**src/rtl/core/ps2mpt_pkg.sv**
```systemverilog
// Shared types and constants for the PS/2 mouse packet tracker.
// No dependencies; used by every module in rtl/core.
package ps2mpt_pkg;

  localparam int unsigned POS_WIDTH_DEF = 16;
  localparam int unsigned POS_OUT_W     = 16;
  localparam int unsigned DELTA_W       = 9;
  localparam int unsigned BTN_W         = 3;

  localparam int unsigned HEAD_SYNC_BIT  = 3;
  localparam int unsigned HEAD_XSIGN_BIT = 4;
  localparam int unsigned HEAD_YSIGN_BIT = 5;

  typedef struct packed {
    logic [7:0] head_byte;
    logic [7:0] move_x;
    logic [7:0] move_y;
  } packet_t;

endpackage

```
**src/rtl/core/ps2mpt_framer.sv**
```systemverilog
// Byte slot tracker: syncs on the head byte and frames 3-byte packets.
// Depends on ps2mpt_pkg.
module ps2mpt_framer (
  input  logic                clk_i,
  input  logic                rst_ni,
  input  logic                byte_valid_i,
  input  logic                advance_i,
  input  logic [7:0]          rx_byte_i,
  output logic                pkt_valid_o,
  output ps2mpt_pkg::packet_t pkt_o
);
  import ps2mpt_pkg::*;

  typedef enum logic [1:0] {
    SLOT_HEAD = 2'd0,
    SLOT_X    = 2'd1,
    SLOT_Y    = 2'd2
  } slot_e;

  slot_e      slot_q, slot_d;
  logic [7:0] head_q, head_d;
  logic [7:0] move_x_q, move_x_d;

  always_comb begin
    slot_d   = slot_q;
    head_d   = head_q;
    move_x_d = move_x_q;
    unique case (slot_q)
      SLOT_HEAD: begin
        if (rx_byte_i[HEAD_SYNC_BIT]) begin
          head_d = rx_byte_i;
          slot_d = SLOT_X;
        end
      end
      SLOT_X: begin
        move_x_d = rx_byte_i;
        slot_d   = SLOT_Y;
      end
      SLOT_Y: slot_d = SLOT_HEAD;
      default: slot_d = SLOT_HEAD;
    endcase
  end

  always_ff @(posedge clk_i or negedge rst_ni) begin
    if (!rst_ni) begin
      slot_q   <= SLOT_HEAD;
      head_q   <= '0;
      move_x_q <= '0;
    end else if (advance_i) begin
      slot_q   <= slot_d;
      head_q   <= head_d;
      move_x_q <= move_x_d;
    end
  end

  assign pkt_valid_o     = byte_valid_i && (slot_q == SLOT_Y);
  assign pkt_o.head_byte = head_q;
  assign pkt_o.move_x    = move_x_q;
  assign pkt_o.move_y    = rx_byte_i;

endmodule

```
**src/rtl/core/ps2mpt_tracker.sv**
```systemverilog
// Position and button accumulator with the result register.
// Depends on ps2mpt_pkg.
module ps2mpt_tracker #(
  parameter int unsigned POS_WIDTH = ps2mpt_pkg::POS_WIDTH_DEF
) (
  input  logic                                 clk_i,
  input  logic                                 rst_ni,
  input  logic                                 pkt_fire_i,
  input  ps2mpt_pkg::packet_t                  pkt_i,
  output logic                                 out_busy_o,
  output logic                                 out_valid_o,
  input  logic                                 out_stall_i,
  output logic signed [ps2mpt_pkg::POS_OUT_W-1:0] pos_x_o,
  output logic signed [ps2mpt_pkg::POS_OUT_W-1:0] pos_y_o,
  output logic signed [ps2mpt_pkg::DELTA_W-1:0]   delta_x_o,
  output logic signed [ps2mpt_pkg::DELTA_W-1:0]   delta_y_o,
  output logic [ps2mpt_pkg::BTN_W-1:0]            buttons_down_o,
  output logic [ps2mpt_pkg::BTN_W-1:0]            buttons_released_o
);
  import ps2mpt_pkg::*;

  logic                 out_valid_q;
  logic [POS_WIDTH-1:0] pos_x_q, pos_x_d;
  logic [POS_WIDTH-1:0] pos_y_q, pos_y_d;
  logic [DELTA_W-1:0]   dx_q, dx_d;
  logic [DELTA_W-1:0]   dy_q, dy_d;
  logic [BTN_W-1:0]     held_q, held_d;
  logic [BTN_W-1:0]     rel_q, rel_d;

  always_comb begin
    dx_d    = {pkt_i.head_byte[HEAD_XSIGN_BIT], pkt_i.move_x};
    dy_d    = {pkt_i.head_byte[HEAD_YSIGN_BIT], pkt_i.move_y};
    pos_x_d = pos_x_q + {{(POS_WIDTH-DELTA_W){dx_d[DELTA_W-1]}}, dx_d};
    pos_y_d = pos_y_q - {{(POS_WIDTH-DELTA_W){dy_d[DELTA_W-1]}}, dy_d};
    held_d  = pkt_i.head_byte[BTN_W-1:0];
    rel_d   = held_q & ~held_d;
  end

  always_ff @(posedge clk_i or negedge rst_ni) begin
    if (!rst_ni) begin
      out_valid_q <= 1'b0;
      pos_x_q     <= '0;
      pos_y_q     <= '0;
      held_q      <= '0;
      rel_q       <= '0;
    end else begin
      if (pkt_fire_i) begin
        out_valid_q <= 1'b1;
        pos_x_q     <= pos_x_d;
        pos_y_q     <= pos_y_d;
        held_q      <= held_d;
        rel_q       <= rel_d;
      end else if (!out_stall_i) begin
        out_valid_q <= 1'b0;
      end
    end
  end

  always_ff @(posedge clk_i) begin
    if (pkt_fire_i) begin
      dx_q <= dx_d;
      dy_q <= dy_d;
    end
  end

  assign out_busy_o         = out_valid_q && out_stall_i;
  assign out_valid_o        = out_valid_q;
  assign pos_x_o            = POS_OUT_W'(pos_x_q);
  assign pos_y_o            = POS_OUT_W'(pos_y_q);
  assign delta_x_o          = dx_q;
  assign delta_y_o          = dy_q;
  assign buttons_down_o     = held_q;
  assign buttons_released_o = rel_q;

endmodule

```
**src/rtl/core/ps2mpt_tracker_core.sv**
```systemverilog
// Top level of the PS/2 mouse packet tracker: input register, framer, tracker.
// Depends on ps2mpt_pkg, ps2mpt_framer and ps2mpt_tracker.
//
// One received PS/2 mouse byte is taken per item, one item per clock cycle
// while in_stall_o is low. Bytes pass through an input register, and each
// complete 3-byte packet (head byte with bit 3 set, X byte, Y byte) leaves
// as one result, registered in the output register once its last byte has
// passed the input register; bytes in the head slot without bit 3 are
// dropped. Results sit in a single output register; while it holds an
// untaken result, head and X bytes are still accepted and only a Y byte
// waits. Positions wrap at POS_WIDTH bits and the outputs carry their low 16 bits.
module ps2_mouse_packet_tracker_core #(
  parameter int unsigned POS_WIDTH = ps2mpt_pkg::POS_WIDTH_DEF
) (
  input  logic                                    clk_i,
  input  logic                                    rst_ni,
  input  logic                                    in_valid_i,
  output logic                                    in_stall_o,
  input  logic [7:0]                              rx_byte_i,
  output logic                                    out_valid_o,
  input  logic                                    out_stall_i,
  output logic signed [ps2mpt_pkg::POS_OUT_W-1:0] pos_x_o,
  output logic signed [ps2mpt_pkg::POS_OUT_W-1:0] pos_y_o,
  output logic signed [ps2mpt_pkg::DELTA_W-1:0]   delta_x_o,
  output logic signed [ps2mpt_pkg::DELTA_W-1:0]   delta_y_o,
  output logic [ps2mpt_pkg::BTN_W-1:0]            buttons_down_o,
  output logic [ps2mpt_pkg::BTN_W-1:0]            buttons_released_o
);
  import ps2mpt_pkg::*;

  logic       in_valid_q;
  logic [7:0] rx_q;
  logic       pkt_valid;
  logic       pkt_fire;
  logic       out_busy;
  logic       blocked;
  logic       advance;
  packet_t    pkt;

  assign blocked    = pkt_valid && out_busy;
  assign in_stall_o = in_valid_q && blocked;
  assign advance    = in_valid_q && !blocked;
  assign pkt_fire   = pkt_valid && !out_busy;

  always_ff @(posedge clk_i or negedge rst_ni) begin
    if (!rst_ni) begin
      in_valid_q <= 1'b0;
    end else if (!in_stall_o) begin
      in_valid_q <= in_valid_i;
    end
  end

  always_ff @(posedge clk_i) begin
    if (!in_stall_o && in_valid_i) begin
      rx_q <= rx_byte_i;
    end
  end

  ps2mpt_framer u_framer (
    .clk_i        (clk_i),
    .rst_ni       (rst_ni),
    .byte_valid_i (in_valid_q),
    .advance_i    (advance),
    .rx_byte_i    (rx_q),
    .pkt_valid_o  (pkt_valid),
    .pkt_o        (pkt)
  );

  ps2mpt_tracker #(
    .POS_WIDTH (POS_WIDTH)
  ) u_tracker (
    .clk_i              (clk_i),
    .rst_ni             (rst_ni),
    .pkt_fire_i         (pkt_fire),
    .pkt_i              (pkt),
    .out_busy_o         (out_busy),
    .out_valid_o        (out_valid_o),
    .out_stall_i        (out_stall_i),
    .pos_x_o            (pos_x_o),
    .pos_y_o            (pos_y_o),
    .delta_x_o          (delta_x_o),
    .delta_y_o          (delta_y_o),
    .buttons_down_o     (buttons_down_o),
    .buttons_released_o (buttons_released_o)
  );

  a_stall_only_when_out_blocked: assert property (
    @(posedge clk_i) disable iff (!rst_ni)
    in_stall_o |-> (out_valid_o && out_stall_i))
    else $error("input stalled while result register is free");

  a_fire_gives_result: assert property (
    @(posedge clk_i) disable iff (!rst_ni)
    pkt_fire |=> out_valid_o)
    else $error("completed packet produced no result");

  a_release_excludes_down: assert property (
    @(posedge clk_i) disable iff (!rst_ni)
    out_valid_o |-> ((buttons_released_o & buttons_down_o) == '0))
    else $error("button reported both down and released");

  a_fire_only_on_free_output: assert property (
    @(posedge clk_i) disable iff (!rst_ni)
    pkt_fire |-> !(out_valid_o && out_stall_i))
    else $error("packet overwrote a stalled result");

endmodule
```
**config.mk**
```make
export PLATFORM = sky130hd
export DESIGN_NAME = ps2_mouse_packet_tracker_core
export DESIGN_NICKNAME = d
export VERILOG_FILES = /design/src/rtl/core/ps2mpt_pkg.sv /design/src/rtl/core/ps2mpt_framer.sv /design/src/rtl/core/ps2mpt_tracker.sv /design/src/rtl/core/ps2mpt_tracker_core.sv
export SDC_FILE = /design/constraint.sdc
export NUM_CORES = 1
export LEC_CHECK = 0
export BUFFER_PORTS_ARGS = -buffer_cell sky130_fd_sc_hd__buf_2
export CAP_MARGIN = 20
export CORE_ASPECT_RATIO = 2
export CORE_MARGIN = 8
export CORE_UTILIZATION = 51
export CTS_CLUSTER_DIAMETER = 150
export DETAILED_ROUTE_END_ITERATION = 10
export PLACE_DENSITY = 0.76
export SYNTH_ARGS = -nofsm -noshare
export SYNTH_HDL_FRONTEND = slang
export SYNTH_SLANG_ARGS = --single-unit
```
**constraint.sdc**
```tcl
create_clock -name clk_i -period 2.3 [get_ports clk_i]
set_input_delay 0.46 -clock clk_i [delete_from_list [all_inputs] [get_ports clk_i]]
set_output_delay 0.46 -clock clk_i [all_outputs]
set_load 0.05 [all_outputs]
```
==> impl_metrics.py, run 1 <==
metrics = {
    "outcome": {
        "status": "finished, violations left",
        "violations": "negative setup slack",
    },
    "floorplan": {
        "rows": 48,
        "core_um2": 8530,
        "die_area_um2": 12100,
        "io_pins": 70,
        "die_h_um": 148,
        "fp.dieW_um": 81.8,
        "initial_core_util_pct": 51.7,
    },
    "worst_setup_path": {
        "crit_path_end_kind": "register",
        "worstPathCellList": "inv_1, ha_1, nor2b_2, o31a_1, o31ai_4, a211oi_2, o21a_1, o31ai_1",
        "worstPathRequired_ns": 2.54,
        "cp_slowest_cell": "edfxtp_1",
        "arrival_ns": 2.54,
        "crit_type": "reg2reg",
        "critPathMaxFanout": 5,
        "start_kind": "register",
        "cp_slowest_stage_delay_ns": 0.42,
    },
    "drt": {
        "vias": 3694,
        "drtPass1Iterations": 4,
        "drtIter0Drc": 227,
        "vias_per_cell": 5.80,
        "wl_per_cell_um": 18.1,
        "routed_wl_um": 11500,
        "ant_nets": 0,
        "drcViolationCount": 0,
    },
    "timing": {
        "drv_slew": 0,
        "finalSetupViolations": 1,
        "worst_slack_ns": -0.00333,
        "period_needed_ns": 2.30,
        "worst_pin_slew_ns": 0.753,
        "rsz0062_at_grt": "yes",
        "whs_ns": 0.241,
        "slew_headroom_pct": 49.8,
        "fin_worst_skew_ns": 0.00663,
        "period_share_pct": 100,
        "max_freq_mhz": 434,
        "hold_violations": 0,
    },
    "synth": {
        "syn_area_per_cell_um2": 10.2,
        "synth_async_sr_flop_share_pct": 67.9,
        "synth.largest_area_cell": "dfrtp_1",
        "synth_enable_flop_cells": 26,
        "yosys_warnings": 0,
        "yosys.area.top_type_share_pct": 31.2,
        "synth-seq-area-share_pct": 48.9,
        "synth_seq_cells": 81,
        "synth_area_leaders": "dfrtp_1 31%, edfxtp_1 18%, ha_1 8.5%",
        "synthCells": 432,
        "synth_nets": 476,
        "netlist_area_um2": 4410,
        "synth_flop_cell": "dfrtp_1",
        "synth_cell_types": 57,
    },
    "global_routing": {
        "grt_pass1_wl_um": 18500,
        "grt_usage_pct": 19.7,
        "first_global_vias": 3924,
        "overflow": 0,
        "antenna_found_initial": 0,
        "grt_max_degree": 56,
    },
    "run": {
        "cap_violations": 0,
    },
    "clock_network": {
        "postCtsHoldBufs": 0,
        "root_buffer": "clkbuf_16",
        "clkTransAtPathRegs_ns": 0.07,
        "cts_buffers": 9,
        "cts_buffer_depth": 2,
        "cts_tree": "built",
        "h-tree-depth": 3,
        "cts.sinks": 81,
        "clock_latency_ns": 0.34,
    },
    "layout": {
        "final_cell_mix": "69 x buf_2, 68 x nand2_1, 46 x dfrtp_1, 42 x o21ai_0, 33 x buf_4",
        "final_common_cell": "buf_2",
        "drive_gt1_share_pct": 29.8,
        "nNetsFinal": 576,
        "num_antenna_cells": 0,
        "syn_to_final_growth_pct": 25.2,
        "postLayoutCoreUtil_pct": 64.7,
    },
    "placed_design": {
        "routabilityCongestion": 0.932,
        "io_buffers": 69,
        "dp_hpwl_um": 8400,
    },
    "min_path": {
        "hp-class": "in2async",
    },
}
==> synth_stat cells, types with 7 or more instances <==
master	n
edfxtp_1	26
o31ai_1	7
inv_1	21
a211oi_1	7
a21o_1	7
nor2_1	12
nand2_1	68
clkbuf_1	11
o21a_1	7
xnor2_1	11
nand3_1	9
o21ai_0	45
dfrtp_1	55
a21oi_1	21
ha_1	30
==> flip-flops by register name, summed over array words and instances (netlist names) <==
| signal | cells |
|---|---|
| in_valid_q | 1 |
| rx_q | 8 |
| u_framer.head_q | 5 |
| u_framer.move_x_q | 8 |
| u_framer.slot_q | 2 |
| u_tracker.buttons_down_o | 3 |
| u_tracker.buttons_released_o | 3 |
| u_tracker.delta_x_o | 9 |
| u_tracker.delta_y_o | 9 |
| u_tracker.out_valid_o | 1 |
| u_tracker.pos_x_o | 16 |
| u_tracker.pos_y_o | 16 |
==> worst max-delay path, delay by kind of cell, from the launching register on <==
| family | cells | cell delay [ns] |
|---|---|---|
| buf+inv | 1 | 0.10 |
| compound gates | 5 | 1.22 |
| simple gates | 1 | 0.18 |
| fa+ha+maj | 1 | 0.27 |
| flops | 1 | 0.42 |
==> through the flow <==
step | TNS, ns | setup WS [ns] | area, um^2 | cells
4_1_cts | 0 | 0.00295 | 5420 | 634
2_1_floorplan | -0.0263 | -0.0249 | 4430 | 432
3_3_place_gp | -0.0106 | -0.00938 | 5090 | 618
5_1_grt | -0.166 | -0.0934 | 5520 | 637
6_report | -0.00333 | -0.00333 | 5520 | 637
3_5_place_dp | -0.163 | -0.0699 | 5090 | 618
==> area by class of cell <==
| type | instances | area (um^2) |
|---|---|---|
| Clock buffer | 9 | 225 |
| Clock inverter | 7 | 55.1 |
| Fill cell | 697 | 3010 |
| Inverter | 21 | 78.8 |
| Multi-Input combinational cell | 316 | 2260 |
| Sequential cell | 81 | 2170 |
| Tap cell | 100 | 125 |
| Timing Repair Buffer | 103 | 613 |
==> logic make-up after synthesis <==
| logic type | count (synthesis) | share of synthesized area (%) |
|---|---|---|
| muxes | 9 | 2.33 |
| AOI/OAI and AO/OA | 126 | 18.5 |
| DFF | 81 | 48.9 |
| and+or+nand+nor | 132 | 14.3 |
| buffers and inverters | 35 | 3.12 |
| adders and majority gates | 32 | 9.42 |
| xor gates and xnor gates | 17 | 3.38 |
==> repair_timing <==
action	in CTS	in global routing
buffers inserted	0	3
setup endpoints to repair	6	10
pin swaps	3	7
resized for setup	7	20
==> metal layers <==
layer	track usage, %	wire [um]
met5	0	0
met4	11.2	440
met3	4.01	542
met2	35.4	6420
met1	19.6	4110
==> path summary, 6_finish.rpt <==
kind                                    from                      to  slack, ns  cells after the start
worst max-delay path                 rx_q[2]   u_tracker.pos_y_o[14]     -0.003                      8
worst min-delay path                  rst_ni   u_tracker.pos_x_o[11]       0.24                      2
worst max register to register       rx_q[2]   u_tracker.pos_y_o[14]     -0.003                      8
worst min register to register       rx_q[3]  u_tracker.delta_y_o[3]       0.46                      0
max in group asynchronous             rst_ni    u_tracker.pos_y_o[0]       1.48                      2
min in group clk_i              rx_byte_i[7]                 rx_q[7]       0.30                      1
Power of run 1 is left out: the tool's default activity adds up to more than one toggle a clock period on the data nets, which glitch-free logic cannot reach.
==> run 2: changes to the inputs <==
--- a/config.mk
+++ b/config.mk
@@ -12,6 +12,7 @@
 export CORE_UTILIZATION = 51
 export CTS_CLUSTER_DIAMETER = 150
 export DETAILED_ROUTE_END_ITERATION = 10
+export MAX_ROUTING_LAYER = met4
 export PLACE_DENSITY = 0.76
 export SYNTH_ARGS = -nofsm -noshare
 export SYNTH_HDL_FRONTEND = slang
==> run 2 against run 1 <==
Against the previous run:
- the run now ends clean
- via count down 2.1%
- register-to-register slack better by 0.04 ns
- global-route usage up 0.28 points
- largest cell class unchanged
- die area unchanged
- cell area up 0.63%
- routed wire length down 3.3%
==> impl_metrics.py, run 2 (synthesized netlist as in run 1, its figures left out) <==
metrics = {
    "outcome": {
        "status": "finished, final reports clean",
    },
    "floorplan": {
        "initial_core_util_pct": 51.7,
        "fp.dieW_um": 81.8,
        "rows": 48,
        "die_area_um2": 12100,
        "io_pins": 70,
        "die_h_um": 148,
        "core_um2": 8530,
    },
    "layout": {
        "nNetsFinal": 573,
        "final_common_cell": "buf_2",
        "final_cell_mix": "69 x buf_2, 68 x nand2_1, 45 x dfrtp_1, 41 x o21ai_0, 28 x buf_4",
        "num_antenna_cells": 0,
        "syn_to_final_growth_pct": 26.0,
        "drive_gt1_share_pct": 30.3,
    },
    "global_routing": {
        "use_met2_pct": 34.8,
        "grt_usage_pct": 19.9,
        "overflow": 0,
        "antenna_found_initial": 0,
        "grt_pass1_wl_um": 18300,
        "grt_max_degree": 50,
        "grtUsageMet1_pct": 20.7,
        "grt_use_met3_pct": 2.92,
        "first_global_vias": 3822,
        "grt-busiest-layer": "met2",
    },
    "drt": {
        "routed_wl_um": 11100,
        "vias_per_cell": 5.71,
        "wl_per_cell_um": 17.6,
        "drtPass1Iterations": 4,
        "drcViolationCount": 0,
        "ant_nets": 0,
        "vias": 3617,
        "drtIter0Drc": 187,
    },
    "timing": {
        "period_needed_ns": 2.27,
        "finalSetupViolations": 0,
        "period_share_pct": 98.6,
        "worst_pin_slew_ns": 0.599,
        "drv_slew": 0,
        "fin_worst_skew_ns": 0.00800,
        "finalSetupTns_ns": 0,
        "max_freq_mhz": 441,
        "rsz0062_at_grt": "yes",
        "hold_violations": 0,
        "slew_headroom_pct": 60.0,
    },
    "placed_design": {
        "io_buffers": 69,
        "routabilityCongestion": 0.948,
        "dp_hpwl_um": 8290,
    },
    "clock_network": {
        "cts.sinks": 81,
        "cts_buffer_depth": 2,
        "clock_latency_ns": 0.34,
        "postCtsHoldBufs": 0,
        "cts_buffers": 9,
        "root_buffer": "clkbuf_16",
        "clkTransAtPathRegs_ns": 0.07,
        "h-tree-depth": 3,
        "cts_tree": "built",
    },
    "run": {
        "cap_violations": 0,
    },
    "worst_setup_path": {
        "crit_path_end_kind": "register",
        "rr_worst_depth": 9,
        "r2r_slack_ns": 0.03,
        "cp_top_family": "compound AO/OA/AOI/OAI gates",
        "cp_slowest_stage_delay_ns": 0.41,
        "start_kind": "register",
        "worstPathBufferInverterCount": 1,
        "cp.depth": 9,
        "critPathMaxFanout": 5,
        "worstPathRequired_ns": 2.55,
        "cp_slowest_cell": "dfrtp_2",
        "worstPathCellList": "inv_1, ha_2, fa_2, nor2b_1, o31a_1, o31ai_4, a211oi_2, o21a_1, o31ai_1",
        "crit_type": "reg2reg",
        "arrival_ns": 2.51,
    },
    "min_path": {
        "hp-class": "in2async",
    },
}
## run 2: changes by cell type in the layout (fill, tap and decap cells not counted), moves of 2 or more
cell	delta
buf_4	-5
ha_1	-3
ha_4	+3
inv_6	+2
## run 2: layer usage
| metal | wire, um | part of all wire, % |
|---|---|---|
| met5 | 0 | 0 |
| met1 | 4220 | 38 |
| met3 | 398 | 3.6 |
| met2 | 6160 | 55 |
| met4 | 359 | 3.2 |
## run 2: final timing paths
| path | from | to |
|---|---|---|
| worst min register to register | rx_q[6] | u_tracker.delta_y_o[6] |
| max in group asynchronous | rst_ni | u_tracker.pos_y_o[0] |
| worst min-delay path | rst_ni | u_tracker.pos_x_o[10] |
| worst max-delay path | u_tracker.pos_y_o[0] | u_tracker.pos_y_o[14] |
| worst max register to register | u_tracker.pos_y_o[0] | u_tracker.pos_y_o[14] |
| min in group clk_i | rx_byte_i[5] | rx_q[5] |
## run 2: through the flow
step / hold WS (ns) / cell area, um^2 / setup slack (ns) / std cells / util (%)
after floorplan: 0.164 / 4430 / -0.0249 / 432 / -
after global placement: 0.443 / 5100 / -0.0161 / 617 / 59.8
after detailed placement: 0.432 / 5100 / -0.129 / 617 / 59.8
after CTS: 0.116 / 5400 / -0.0279 / 633 / 63.3
after global routing: 0.145 / 5560 / -0.0877 / 634 / 65.2
final: 0.105 / 5560 / 0.0322 / 634 / 65.2
## run 2: area by class of cell
cell class / count / area, um^2
fillers: 667 / 2970
multi-input cells: 316 / 2290
flip-flops and latches: 81 / 2170
repair buffers: 100 / 607
clock buffers: 10 / 239
well taps: 100 / 125
inverters: 21 / 78.8
clock inverters: 6 / 47.5
## run 2: worst reg2reg max path, cell delays in order (launching register included)
cell      delay, ns
dfrtp_2        0.41
inv_1          0.07
ha_2           0.20
fa_2           0.22
nor2b_1        0.06
o31a_1         0.35
o31ai_4        0.35
a211oi_2       0.14
o21a_1         0.19
o31ai_1        0.18
## run 2: what timing repair did
action,in CTS,in global routing
cloned,0,0
pin swaps,5,8
buffers inserted,0,1
setup endpoints to repair,7,12
endpoints found under the hold margin,0,0
resized for setup,6,25
Power of run 2 is left out for the same reason.
